**src/assert_macros.svh**
```systemverilog
// assertion macros used by the palindrome check unit
`ifndef ASSERT_MACROS_SVH
`define ASSERT_MACROS_SVH

// same-cycle implication, checked outside reset
`define ASSERT_IMP(label, clk, rst, ante, cons) \
  label: assert property (@(posedge clk) disable iff (rst) (ante) |-> (cons)) \
    else $error("assertion failed");

// next-cycle implication, checked outside reset
`define ASSERT_NXT(label, clk, rst, ante, cons) \
  label: assert property (@(posedge clk) disable iff (rst) (ante) |=> (cons)) \
    else $error("assertion failed");

`endif

```
**src/rpc_pkg.sv**
```systemverilog
// constants for the radix palindrome check unit
`timescale 1ns / 1ps

package rpc_pkg;

  localparam int VALUE_BITS_DEF = 31;
  localparam int MAX_DIGITS_DEF = 32;

  // field widths fixed by the interface
  localparam int RADIX_W = 6;
  localparam int COUNT_W = 5;

  // legal radix range
  localparam logic [RADIX_W-1:0] RADIX_MIN = 6'd2;
  localparam logic [RADIX_W-1:0] RADIX_MAX = 6'd36;

endpackage

```
**src/radix_palindrome_check_unit.sv**
```systemverilog
// radix palindrome check: bit-serial digit extraction and end-to-end digit compare
//
//  channel | signals                              | dir
//  --------+--------------------------------------+-----
//  in      | in_valid, in_ready, value, radix     | in
//  out     | out_valid, out_ready, is_palindrome, | out
//          | digit_count, status                  |
//
// one word at a time; each digit comes from a restoring division of the value left over
// (one quotient bit per cycle), and each digit pair is compared in the lo-read, hi-read
// and compare states (S_CMP_LO, S_CMP_HI, S_CMP_EQ).
// a bad radix or a zero value goes straight to the done state.
// rst is synchronous and clears control state; the digit store needs no clearing.
// a result waiting on out_ready holds the next word in the done state.
`timescale 1ns / 1ps

`include "assert_macros.svh"

module radix_palindrome_check_unit
  import rpc_pkg::*;
#(
  parameter int VALUE_BITS = VALUE_BITS_DEF,
  parameter int MAX_DIGITS = MAX_DIGITS_DEF
) (
  input  logic                  clk,
  input  logic                  rst,
  input  logic                  in_valid,
  output logic                  in_ready,
  input  logic [VALUE_BITS-1:0] value,
  input  logic [RADIX_W-1:0]    radix,
  output logic                  out_valid,
  input  logic                  out_ready,
  output logic                  is_palindrome,
  output logic [COUNT_W-1:0]    digit_count,
  output logic                  status
);

  localparam int AW = $clog2(MAX_DIGITS);
  localparam int CW = $clog2(MAX_DIGITS + 1);
  localparam int BW = (VALUE_BITS > 1) ? $clog2(VALUE_BITS) : 1;

  typedef enum logic [2:0] {
    S_IDLE,
    S_DIV,
    S_CMP_LO,
    S_CMP_HI,
    S_CMP_EQ,
    S_DONE
  } state_t;

  state_t                state;
  logic [VALUE_BITS-1:0] quo;
  logic [RADIX_W-1:0]    radix_r;
  logic [RADIX_W-1:0]    rem;
  logic [BW-1:0]         bit_cnt;
  logic [CW-1:0]         cnt;
  logic [AW-1:0]         lo;
  logic [AW-1:0]         hi;
  logic [RADIX_W-1:0]    lo_dig;
  logic                  res_pal;
  logic                  res_status;

  // digit store
  logic [RADIX_W-1:0]    mem [MAX_DIGITS];
  logic [RADIX_W-1:0]    rd_data;
  logic [AW-1:0]         rd_addr;
  logic                  mem_we;

  // division step
  logic [RADIX_W:0]      rem_sh;
  logic                  qbit;
  logic [RADIX_W-1:0]    rem_new;
  logic [VALUE_BITS-1:0] quo_new;
  logic                  last_bit;
  logic [CW-1:0]         cnt_inc;
  logic [AW-1:0]         lo_next;
  logic [AW-1:0]         hi_next;
  logic [CW+COUNT_W-1:0] cnt_ext;
  logic                  bad_radix;

  // one restoring division step per cycle
  always_comb begin
    rem_sh   = {rem, quo[VALUE_BITS-1]};
    qbit     = (rem_sh >= {1'b0, radix_r});
    rem_new  = qbit ? RADIX_W'(rem_sh - {1'b0, radix_r}) : rem_sh[RADIX_W-1:0];
    quo_new  = {quo[VALUE_BITS-2:0], qbit};
    last_bit = (bit_cnt == BW'(VALUE_BITS - 1));
    cnt_inc  = cnt + CW'(1);
    lo_next  = lo + AW'(1);
    hi_next  = hi - AW'(1);
    cnt_ext  = {{COUNT_W{1'b0}}, cnt};
    bad_radix = (radix < RADIX_MIN) || (radix > RADIX_MAX);
  end

  assign in_ready = (state == S_IDLE);
  assign mem_we   = (state == S_DIV) && last_bit;
  assign rd_addr  = (state == S_CMP_LO) ? lo : hi;

  // digit store write and registered read
  always_ff @(posedge clk) begin
    if (mem_we) begin
      mem[cnt[AW-1:0]] <= rem_new;
    end
    rd_data <= mem[rd_addr];
  end

  // control and result registers
  always_ff @(posedge clk) begin
    if (rst) begin
      state     <= S_IDLE;
      out_valid <= 1'b0;
    end else begin
      // result taken; the done state reloads the output itself
      if (out_valid && out_ready && (state != S_DONE)) begin
        out_valid <= 1'b0;
      end
      unique case (state)
        S_IDLE: begin
          if (in_valid) begin
            quo        <= value;
            radix_r    <= radix;
            rem        <= '0;
            bit_cnt    <= '0;
            cnt        <= '0;
            res_status <= bad_radix;
            res_pal    <= !bad_radix;
            if (bad_radix || (value == '0)) begin
              state <= S_DONE;
            end else begin
              state <= S_DIV;
            end
          end
        end
        S_DIV: begin
          quo <= quo_new;
          if (last_bit) begin
            bit_cnt <= '0;
            rem     <= '0;
            cnt     <= cnt_inc;
            if ((quo_new == '0) || (cnt_inc == CW'(MAX_DIGITS))) begin
              lo <= '0;
              hi <= cnt[AW-1:0];
              if (cnt == '0) begin
                state <= S_DONE;
              end else begin
                state <= S_CMP_LO;
              end
            end
          end else begin
            rem     <= rem_new;
            bit_cnt <= bit_cnt + BW'(1);
          end
        end
        S_CMP_LO: begin
          state <= S_CMP_HI;
        end
        S_CMP_HI: begin
          lo_dig <= rd_data;
          state  <= S_CMP_EQ;
        end
        S_CMP_EQ: begin
          lo <= lo_next;
          hi <= hi_next;
          if (lo_dig != rd_data) begin
            res_pal <= 1'b0;
            state   <= S_DONE;
          end else if (lo_next < hi_next) begin
            state <= S_CMP_LO;
          end else begin
            state <= S_DONE;
          end
        end
        S_DONE: begin
          if (!out_valid || out_ready) begin
            out_valid     <= 1'b1;
            is_palindrome <= res_pal;
            digit_count   <= cnt_ext[COUNT_W-1:0];
            status        <= res_status;
            state         <= S_IDLE;
          end
        end
        default: begin
          state <= S_IDLE;
        end
      endcase
    end
  end

  // checks
  `ASSERT_IMP(a_bad_radix_zero, clk, rst, out_valid && status, (digit_count == '0) && !is_palindrome)
  `ASSERT_NXT(a_busy_after_accept, clk, rst, in_valid && in_ready, !in_ready)
  `ASSERT_IMP(a_count_bound, clk, rst, state != S_IDLE, cnt <= CW'(MAX_DIGITS))

endmodule

```
**config.mk**
```make
export PLATFORM = sky130hd
export DESIGN_NAME = radix_palindrome_check_unit
export DESIGN_NICKNAME = d
export VERILOG_FILES = /design/src/rpc_pkg.sv /design/src/radix_palindrome_check_unit.sv
export VERILOG_INCLUDE_DIRS = /design/src /design/src/src
export SDC_FILE = /design/constraint.sdc
export NUM_CORES = 1
export LEC_CHECK = 0
export BUFFER_PORTS_ARGS = -buffer_cell sky130_fd_sc_hd__buf_2
export CAP_MARGIN = 15
export CELL_PAD_IN_SITES_DETAIL_PLACEMENT = 1
export CELL_PAD_IN_SITES_GLOBAL_PLACEMENT = 1
export CORE_MARGIN = 4
export CORE_UTILIZATION = 55
export CTS_BUF_LIST = sky130_fd_sc_hd__clkbuf_4 sky130_fd_sc_hd__clkbuf_8 sky130_fd_sc_hd__clkbuf_16
export DETAILED_ROUTE_END_ITERATION = 10
export HOLD_SLACK_MARGIN = 0.06
export PLACE_DENSITY_LB_ADDON = 0.1
export SLEW_MARGIN = 20
export SYNTH_ARGS = -nofsm -noshare
export SYNTH_HDL_FRONTEND = slang
export SYNTH_SLANG_ARGS = --single-unit
```
**constraint.sdc**
```tcl
create_clock -name clk -period 11 [get_ports clk]
set_input_delay 0.55 -clock clk [delete_from_list [all_inputs] [get_ports clk]]
set_output_delay 0.55 -clock clk [all_outputs]
set_load 0.005 [all_outputs]
```
# Yosys cells after proc, flatten, opt, wreduce, memory -nomap -nowiden
# Memories as Yosys holds them, arrays and structs flattened. A register that Yosys moved wholly into a read port is not among the register bits.
# Cells that the tools add are included.
op_classes:
  eq_ne: 14
  n_reduce_logical: 24
  mux: 35
  bitwise: 1
  order_cmp: 4
  add_sub_neg: 5
ops:
  columns: ["op", "n"]
  rows:
  - ["logical NOT 31 bit", 2]
  - ["case mux 31 bit (2 select lines)", 1]
  - ["2-to-1 mux 5 bit", 7]
  - ["2-to-1 mux 31 bit", 1]
  - ["case mux 5 bit (2 select lines)", 3]
  - ["2-to-1 mux 3 bit", 8]
  - ["2-to-1 mux 6 bit", 4]
  - ["case mux 6 bit (2 select lines)", 2]
  - ["case mux 3 bit (6 select lines)", 1]
  - ["AND reduction 4 bit", 4]
  - ["adder 5 x 1 -> 5 bit, second input constant", 2]
  - ["AND reduction 3 bit", 3]
  - ["!= test 2 bit, second input constant", 4]
  - [">= comparator 7 x 6 -> 1 bit", 1]
  - ["2-to-1 mux 1 bit", 7]
  - ["adder 6 x 1 -> 6 bit, second input constant", 1]
  - ["== test 3 x 2 -> 1 bit, second input constant", 2]
  - ["== test 3 bit, second input constant", 2]
  - ["== test 6 bit, second input constant", 1]
  - ["> comparator 6 bit, second input constant", 1]
  - ["logical NOT 6 bit", 1]
  - ["less-than comparator 6 x 2 -> 1 bit, second input constant", 1]
  - ["!= test 6 bit", 1]
  - ["nonzero test 2 bit", 3]
  - ["other kinds (14)", 20]
totals:
  inputBits: 41
  ram_bits: 192
  out_inout_bits: 9
  elab_cells: 99
  reg_bits: 83
  memories: 1
mem_list:
  columns: ["memory", "depth", "width", "rd", "rd_ports_with_merged_regs", "wr", "line_no", "rtl"]
  rows:
  - ["mem", 32, 6, 1, 1, 1, "radix_palindrome_check_unit.sv:64", "logic [RADIX_W-1:0] mem [MAX_DIGITS];"]

# Longest topological paths before layout
# Gate-level depths: netlist of run 1.
depth:
  depth_word: 6
  depth_mapped: 10

# Worst setup path after synthesis of run 1
# No wires, ideal clock.
synth_timing:
  path_kind: "register to register"
  from: "reg state[2]"
  to: "reg bit_cnt[0], enable pin"
  setup_time_ns: 0.455
  setup_slack_ns: 7.301
  stages_incl_launch_ff: 5
  arrival_time_ns: 3.244
  synth_period_minus_slack_ns: 3.699
  path_cell_list: "dfxtp_1 -> clkbuf_1 -> or3b_2 -> clkbuf_1 -> a21oi_1"
synth_between:
  elab_chain_len: 3
  elab_cells_between_ends: 5
  cone_classes: "2 x eq/ne; 3 x reduce/logical"
synth_lines:
  columns: ["element", "line_no", "rtl"]
  rows:
  - ["from (decl)", "radix_palindrome_check_unit.sv:51", "state_t state;"]
  - ["from (signal assigned)", "radix_palindrome_check_unit.sv:110", "state <= S_IDLE;"]
  - ["from (signal assigned)", "radix_palindrome_check_unit.sv:128", "state <= S_DONE;"]
  - ["from (signal assigned)", "radix_palindrome_check_unit.sv:130", "state <= S_DIV;"]
  - ["== test 3 x 1 -> 1 bit / logical NOT 3 bit (equally long branches)", "radix_palindrome_check_unit.sv:117", "unique case (state)"]
  - ["nonzero test 2 bit (no line) / != test 2 bit (equally long branches)", null, null]
  - ["AND reduction 3 bit (no line) *", null, null]
  - ["to (signal assigned)", "radix_palindrome_check_unit.sv:151", "bit_cnt <= bit_cnt + BW'(1);"]
  - ["to (decl)", "radix_palindrome_check_unit.sv:55", "logic [BW-1:0] bit_cnt;"]
# Mark *: on every way between the ends. The rest lies on a longest branch, timed or not.
# A chain may end at the register's enable or synchronous reset.

# Worst setup path after layout of run 1
layout_timing:
  from: "reg state[2]"
  to: "reg rd_data[5] (read register of mem)"
layout_between:
  elab_chain_len: 2
layout_lines:
  columns: ["element", "line_no", "rtl"]
  rows:
  - ["== test 3 x 2 -> 1 bit", "radix_palindrome_check_unit.sv:97", "assign rd_addr = (state == S_CMP_LO) ? lo : hi;"]
  - ["2-to-1 mux 5 bit", "radix_palindrome_check_unit.sv:97", null]
  - ["to (decl)", "radix_palindrome_check_unit.sv:65", "logic [RADIX_W-1:0] rd_data;"]
# No other way between the ends.

==> results of run 1 <==
[flip-flops by register name (all words and copies together) (netlist names)]
name,cells
hi,5
cnt,6
radix_r,6
digit_count,5
status,1
lo_dig,6
bit_cnt,5
res_status,1
rd_data,6
mem,192
is_palindrome,1
res_pal,1
state,3
quo,31
lo,5
out_valid,1
rem,6
[Yosys cell counts, types with 7 or more instances]
master    number  share of area [%]
nand3_1       47                1.9
mux2_2        19                1.7
nor4_1        27                1.4
xnor2_1        9               0.64
o21ai_0       16               0.65
nand4_1       13               0.66
nor3_1        13               0.53
xor2_1        11               0.78
nor2b_1       12               0.61
dfxtp_1       10                1.6
and2_1         7               0.35
and3_1         8               0.40
a21oi_1       19               0.77
clkbuf_1      29               0.88
nand2_1      209                6.3
mux2i_1       31                2.5
nor3b_1        9               0.55
ha_1          18                1.8
inv_1         20               0.61
edfxtp_1     271                 66
nor2_1        83                2.5
buf_2         11               0.45
[worst max-delay path: cells and delay by family, from the launching register on]
kind	cells	cell delay [ns]
compound gates	2	0.69
buf+inv	1	0.65
flops	1	0.76
mux	1	0.29
simple gates	3	0.94
[power groups by stage]
stage	Combinational [uW]	Sequential [uW]	Clock (uW)
2_1_floorplan	158	1310	0
3_3_place_gp	260	1320	0
3_5_place_dp	273	1320	0
4_1_cts	276	1300	968
5_1_grt	303	1300	1020
6_report	278	1300	960
[cell families after synthesis]
family / count (synthesis) / synth area share (%)
compound gates: 96 / 5.61
xor+xnor: 20 / 1.42
fa+ha+maj: 19 / 1.98
buf+inv: 66 / 2.24
flops: 281 / 67.4
mux: 52 / 4.60
simple gates: 451 / 16.7
[per-stage QoR]
step           hold WS, ns  cells  utilization [%]  power (uW)
6_report             0.194   1335             63.3        2540
5_1_grt              0.181   1335             63.3        2620
4_1_cts              0.176   1335             63.2        2540
3_5_place_dp         0.408   1284             59.0        1600
3_3_place_gp         0.403   1284             59.0        1580
2_1_floorplan        0.400    985                -        1470
[worst paths after layout]
kind	end	slack [ns]	depth (start not counted)
setup / recovery	rd_data[5]$_DFF_P_	7.51	7
hold / removal	radix_r[4]$_DFFE_PP_	0.19	1
setup reg to reg	rd_data[5]$_DFF_P_	7.51	7
hold reg to reg	status$_DFFE_PP_	0.43	0
[layout make-up]
cell class	count	area [um2]	area share, %
clock buffers	34	746	5.37
clock inverters	17	174	1.25
inverters	20	75.1	0.540
multi-input cells	638	3840	27.7
flip-flops and latches	281	8340	60.0
well taps	280	350	2.52
repair buffers	65	365	2.63
[layer usage]
metal	wire, um	GRT usage, %
met2	16700	46.3
met5	0	0
met1	14100	39.1
met3	2500	4.76
met4	890	7.43
==> out/qor.txt, run 1 <==
status - finished clean
crit path launch - state[2]$_SDFFE_PP0P_
Worst IR Drop VDD - 0.157 mV
pre-CTS WS - 7.55 ns
Routed WL - 34.2 mm
worst hold start - radix[4]
# diodes - 0
Yosys cell types - 64
net total in the final layout - 1094
period utilization - 31.8%
H-Tree Level Count - 1
routed len/inst - 25.6 um
Reg2Reg Launch Point - state[2]$_SDFFE_PP0P_
Detailed Place HPWL - 22.7 mm
Psw - 637 uW
die height - 158 um
total congestion overflow - 0
Sw Ratio - 25.1%
Cell Pwr Density - 183 nW/um2
iteration-0 DRC count of the detailed router - 807
IO Pins - 50
Critical Path RT - 11.43 ns
TritonCTS clock tree - built
slowest stage cell, crit path - dfxtp_1
Area after DPL - 13000 um2
commonest non-fill, non-tap cell in the layout - edfxtp_1
layout cells sized above 1 - 14.7%
min-delay worst type - input port to flip-flop
TNS Setup - 0 ns
CTS Buf Count - 28
post-route cell area - 13900 um2
# Max-Cap Violations - 0
Crit Path Max Fanout - 53
First-pass DRT Iterations - 5
CTS hold repair buffers - 0
Mapped Avg Cell Area - 12.6 um2
top_reg_cell synth - edfxtp_1
Synth warnings - 0
Clk pin slew, worst setup/hold paths - 0.06 ns
Final ANT Viol Nets - 0
Area Growth Syn to Fin - 12.3%
vias per cell - 6.28
number of flops mapped to enable cells by yosys - 271
Startpoint Class - flip-flop
pin count of the biggest net entering global routing - 57
Initial Util - 56.3%
GPL Wtd Cong - 0.878
Pins Over Slew Limit - 0
Slew headroom - 29.1%
final setup fails - 0
Post-Syn Instances - 985
Worst-Skew Late Latency - 0.55 ns
post-cts resize count - 0
Leakage - 0.00496 uW
Critical Path Max Stage Delay - 0.76 ns
Slew @ Worst Pin - 1.06 ns
cell-internal power - 1900 uW
crit-path cells - or3b_4 -> a21o_4 -> buf_4 -> mux2_2 -> a2bb2oi_1 -> nand4_1 -> nor4_1
first-pass GRT wire length - 52.4 mm
vias in the first global route - 8753
CTS Root Cell - clkbuf_16
FFs w/ async S/R, synth - 0%
final hold violations - 0
FF+latch count, synth - 281
Fill cells - 2135
most frequent cells in the layout - edfxtp_1, nand2_1, nor2_1, buf_2, nand3_1
clk sinks - 281
DIE AREA - 25000 um2
data arrival time of the worst path - 3.92 ns
Clock Path Buffers - 3
clock share of power - 37.8%
post-layout minimum cycle time - 3.49 ns
Worst Path Class, Setup - flip-flop to flip-flop
row count - 54
GR Util All Layers - 28.0%
DR vias - 8388
core footprint - 22000 um2
Fin Clk Skew - 0.00927 ns
Max Fclk - 286 MHz
setup ws final - 7.51 ns
RSZ-0062 raised after global routing - false
initial antenna violation count - 0
Seq pwr share - 51.2%
Chip Width - 158 um
postcts setup bufs - 0
IO buf count - 49
Logic pwr share - 11.0%
detailed-route DRC error count - 0
Net Count, Synth - 1045
Seq/Total Area, Yosys - 67.4%
Crit. End Element - flip-flop
post-synthesis cell area - 12400 um2
Power figures use the tool's default switching activity.
==> run 2: changes to the inputs <==
--- a/config.mk
+++ b/config.mk
@@ -11,7 +11,7 @@
 export CELL_PAD_IN_SITES_DETAIL_PLACEMENT = 1
 export CELL_PAD_IN_SITES_GLOBAL_PLACEMENT = 1
 export CORE_MARGIN = 4
-export CORE_UTILIZATION = 55
+export CORE_UTILIZATION = 51
 export CTS_BUF_LIST = sky130_fd_sc_hd__clkbuf_4 sky130_fd_sc_hd__clkbuf_8 sky130_fd_sc_hd__clkbuf_16
 export DETAILED_ROUTE_END_ITERATION = 10
 export HOLD_SLACK_MARGIN = 0.06
==> constraint.sdc (replaced) <==
create_clock -name clk -period 3.5 [get_ports clk]
set_input_delay 0.175 -clock clk [delete_from_list [all_inputs] [get_ports clk]]
set_output_delay 0.175 -clock clk [all_outputs]
set_load 0.005 [all_outputs]
==> out/qor.txt, run 2 (synthesis results as in run 1) <==
status - finished clean
Worst Reg-to-Reg Cells - 9 (+2)
CTS Buf Count - 29 (+3.6%)
data arrival time of the worst path - 3.06 ns (-0.86 ns)
Chip Width - 164 um (+3.6%)
Fill cells - 2410 (+13%)
min-delay worst type - input port to flip-flop
Cell Pwr Density - 560 nW/um2 (+210%)
IO buf count - 49 (unchanged)
total congestion overflow - 0 (unchanged)
commonest non-fill, non-tap cell in the layout - edfxtp_1
R2R setup slack - 0.72 ns (-6.78 ns)
first-pass GRT wire length - 52.2 mm (-0.32%)
vias in the first global route - 8802 (+0.56%)
pin count of the biggest net entering global routing - 57 (unchanged)
routed len/inst - 23.5 um (-8.3%)
TritonCTS clock tree - built
DR vias - 8559 (+2.0%)
die height - 164 um (+3.6%)
GPL Wtd Cong - 0.790 (-10%)
final setup fails - 0 (unchanged)
Worst-Skew Late Latency - 0.55 ns (about the same)
Final ANT Viol Nets - 0 (unchanged)
Crit. End Element - flip-flop
vias per cell - 5.98 (-4.9%)
final hold violations - 0 (unchanged)
hold endpoint - state[0]$_SDFFE_PP0P_
RSZ-0062 raised after global routing - false
Placed Cells incl. Taps - 1337 (+4.1%)
crit-path cells - inv_1 -> ha_1 -> nor2b_1 -> o21ai_0 -> a21boi_0 -> o21ai_0 -> nor4b_1 -> nor3_4 -> buf_8
Initial Util - 52.2% (-4.1 points)
worst hold start - in_valid
reg-to-reg endpoint - mem[6][5]$_DFFE_PP_
initial antenna violation count - 1 (+1)
Detailed Place HPWL - 22.1 mm (-2.8%)
Hold Crit Depth - 3 (+2)
TNS Setup - 0 ns (unchanged)
post-route cell area - 14500 um2 (+4.6%)
slowest stage cell, crit path - nor4b_1
First-pass DRT Iterations - 5 (unchanged)
layout cells sized above 1 - 15.5% (+0.76 points)
detailed-route DRC error count - 0 (unchanged)
total power - 8140 uW (+220%)
Worst Path Class, Setup - flip-flop to flip-flop
clk sinks - 281 (unchanged)
max reg flops - 192 (unchanged)
net total in the final layout - 1150 (+5.1%)
period utilization - 79.4% (+48 points)
Area Growth Syn to Fin - 17.5%
core footprint - 23700 um2 (+7.9%)
post-layout minimum cycle time - 2.78 ns (-0.716 ns)
postcts setup bufs - 0 (unchanged)
IO Pins - 50 (unchanged)
most frequent cells in the layout - edfxtp_1, nand2_1, nor2_1, buf_2, nand3_1
Slew @ Worst Pin - 1.12 ns (+0.0599 ns)
Clk pin slew, worst setup/hold paths - 0.06 ns (about the same)
# diodes - 0 (unchanged)
Reg2Reg Launch Point - radix_r[1]$_DFFE_PP_
Max Fclk - 360 MHz (+26%)
Fin Clk Skew - 0.0121 ns (+0.00281 ns)
final std cells w/o fill - 1432 (+7.3%)
Leakage - 0.00524 uW (+5.6%)
Clock Path Buffers - 3 (unchanged)
Crit Path Max Fanout - 23 (-57%)
Final Core Density - 61.4% (-1.9 points)
# Max-Cap Violations - 0 (unchanged)
Area after DPL - 13100 um2 (+1.4%)
Critical Path Max Stage Delay - 0.60 ns (-0.16 ns)
GR Util All Layers - 25.7% (-2.3 points)
Worst IR Drop VDD - 0.318 mV (+100%)
H-Tree Level Count - 1 (unchanged)
Routed WL - 33.7 mm (-1.7%)
iteration-0 DRC count of the detailed router - 763 (-5.5%)
Pins Over Slew Limit - 0 (unchanged)
Critical Path RT - 3.78 ns (-7.65 ns)
CTS Root Cell - clkbuf_16
row count - 56 (+3.7%)
Slew headroom - 25.6% (-3.4 points)
DIE AREA - 26800 um2 (+7.4%)
Startpoint Class - flip-flop
Multi-input gate area - 3830 um2 (-0.29%)
register area - 8340 um2 (unchanged)
CP dominant cell by count - o21ai_0
[run 2: cell types whose count changed in the layout (fill, tap and decap cells not counted), moves of 2 or more]
cell / previous run / this run
dlygate4sd3_1: 0 / 40
buf_4: 16 / 28
clkbuf_4: 6 / 14
clkinv_2: 9 / 3
buf_12: 0 / 2
o41ai_1: 1 / 3
o41ai_2: 2 / 0
[run 2: per-stage QoR]
step	hold WS (ns)	worst slack (ns)
after floorplan	0.274	0.318
after global placement	0.376	0.518
after detailed placement	0.376	0.414
after CTS	0.0635	0.411
after global routing	0.121	0.399
final	0.0689	0.721
[run 2: power breakdown]
group          total [uW]  internal, uW  switching (uW)
registers            4070          4000            69.9
clock network        3160          1890            1280
logic                 911           287             625
[run 2: final cells by class]
class / count / area share [%]
multi-input combinational: 638 / 26.4
clock inverter: 10 / 0.887
tap: 319 / 2.75
sequential: 281 / 57.4
timing repair buffer: 120 / 6.27
inverter: 20 / 0.517
clock buffer: 44 / 5.81
[run 2: worst max path at each step]
stage / from / endpoint / slack (ns) / depth (start not counted)
after floorplan: rem[1]$_SDFFCE_PN0P_ / mem[0][2]$_DFFE_PP_ / 0.32 / 6
after global placement: radix_r[1]$_DFFE_PP_ / mem[25][5]$_DFFE_PP_ / 0.52 / 8
after detailed placement: radix_r[1]$_DFFE_PP_ / mem[19][5]$_DFFE_PP_ / 0.41 / 8
after CTS: radix_r[1]$_DFFE_PP_ / mem[6][5]$_DFFE_PP_ / 0.41 / 8
after global routing: hi[0]$_DFFE_PP_ / state[0]$_SDFFE_PP0P_ / 0.40 / 8
final: radix_r[1]$_DFFE_PP_ / mem[6][5]$_DFFE_PP_ / 0.72 / 9
[run 2: worst max-delay path: cells and delay by family, from the launching register on]
family	cells	cell delay, ns
flops	1	0.38
simple gates	3	0.92
buf+inv	2	0.28
compound gates	3	0.63
fa+ha+maj	1	0.30
[run 2: timing repair]
item / in CTS / in global routing
hold buffers: 40 / 0
resized for setup: 0 / 0
hold endpoints to repair: 40 / 0
[run 2: metal layers]
layer / routed length, um / GRT usage (%)
met1: 14400 / 36.1
met2: 16500 / 42.6
met3: 2000 / 4.57
met4: 757 / 5.34
met5: 0 / 0
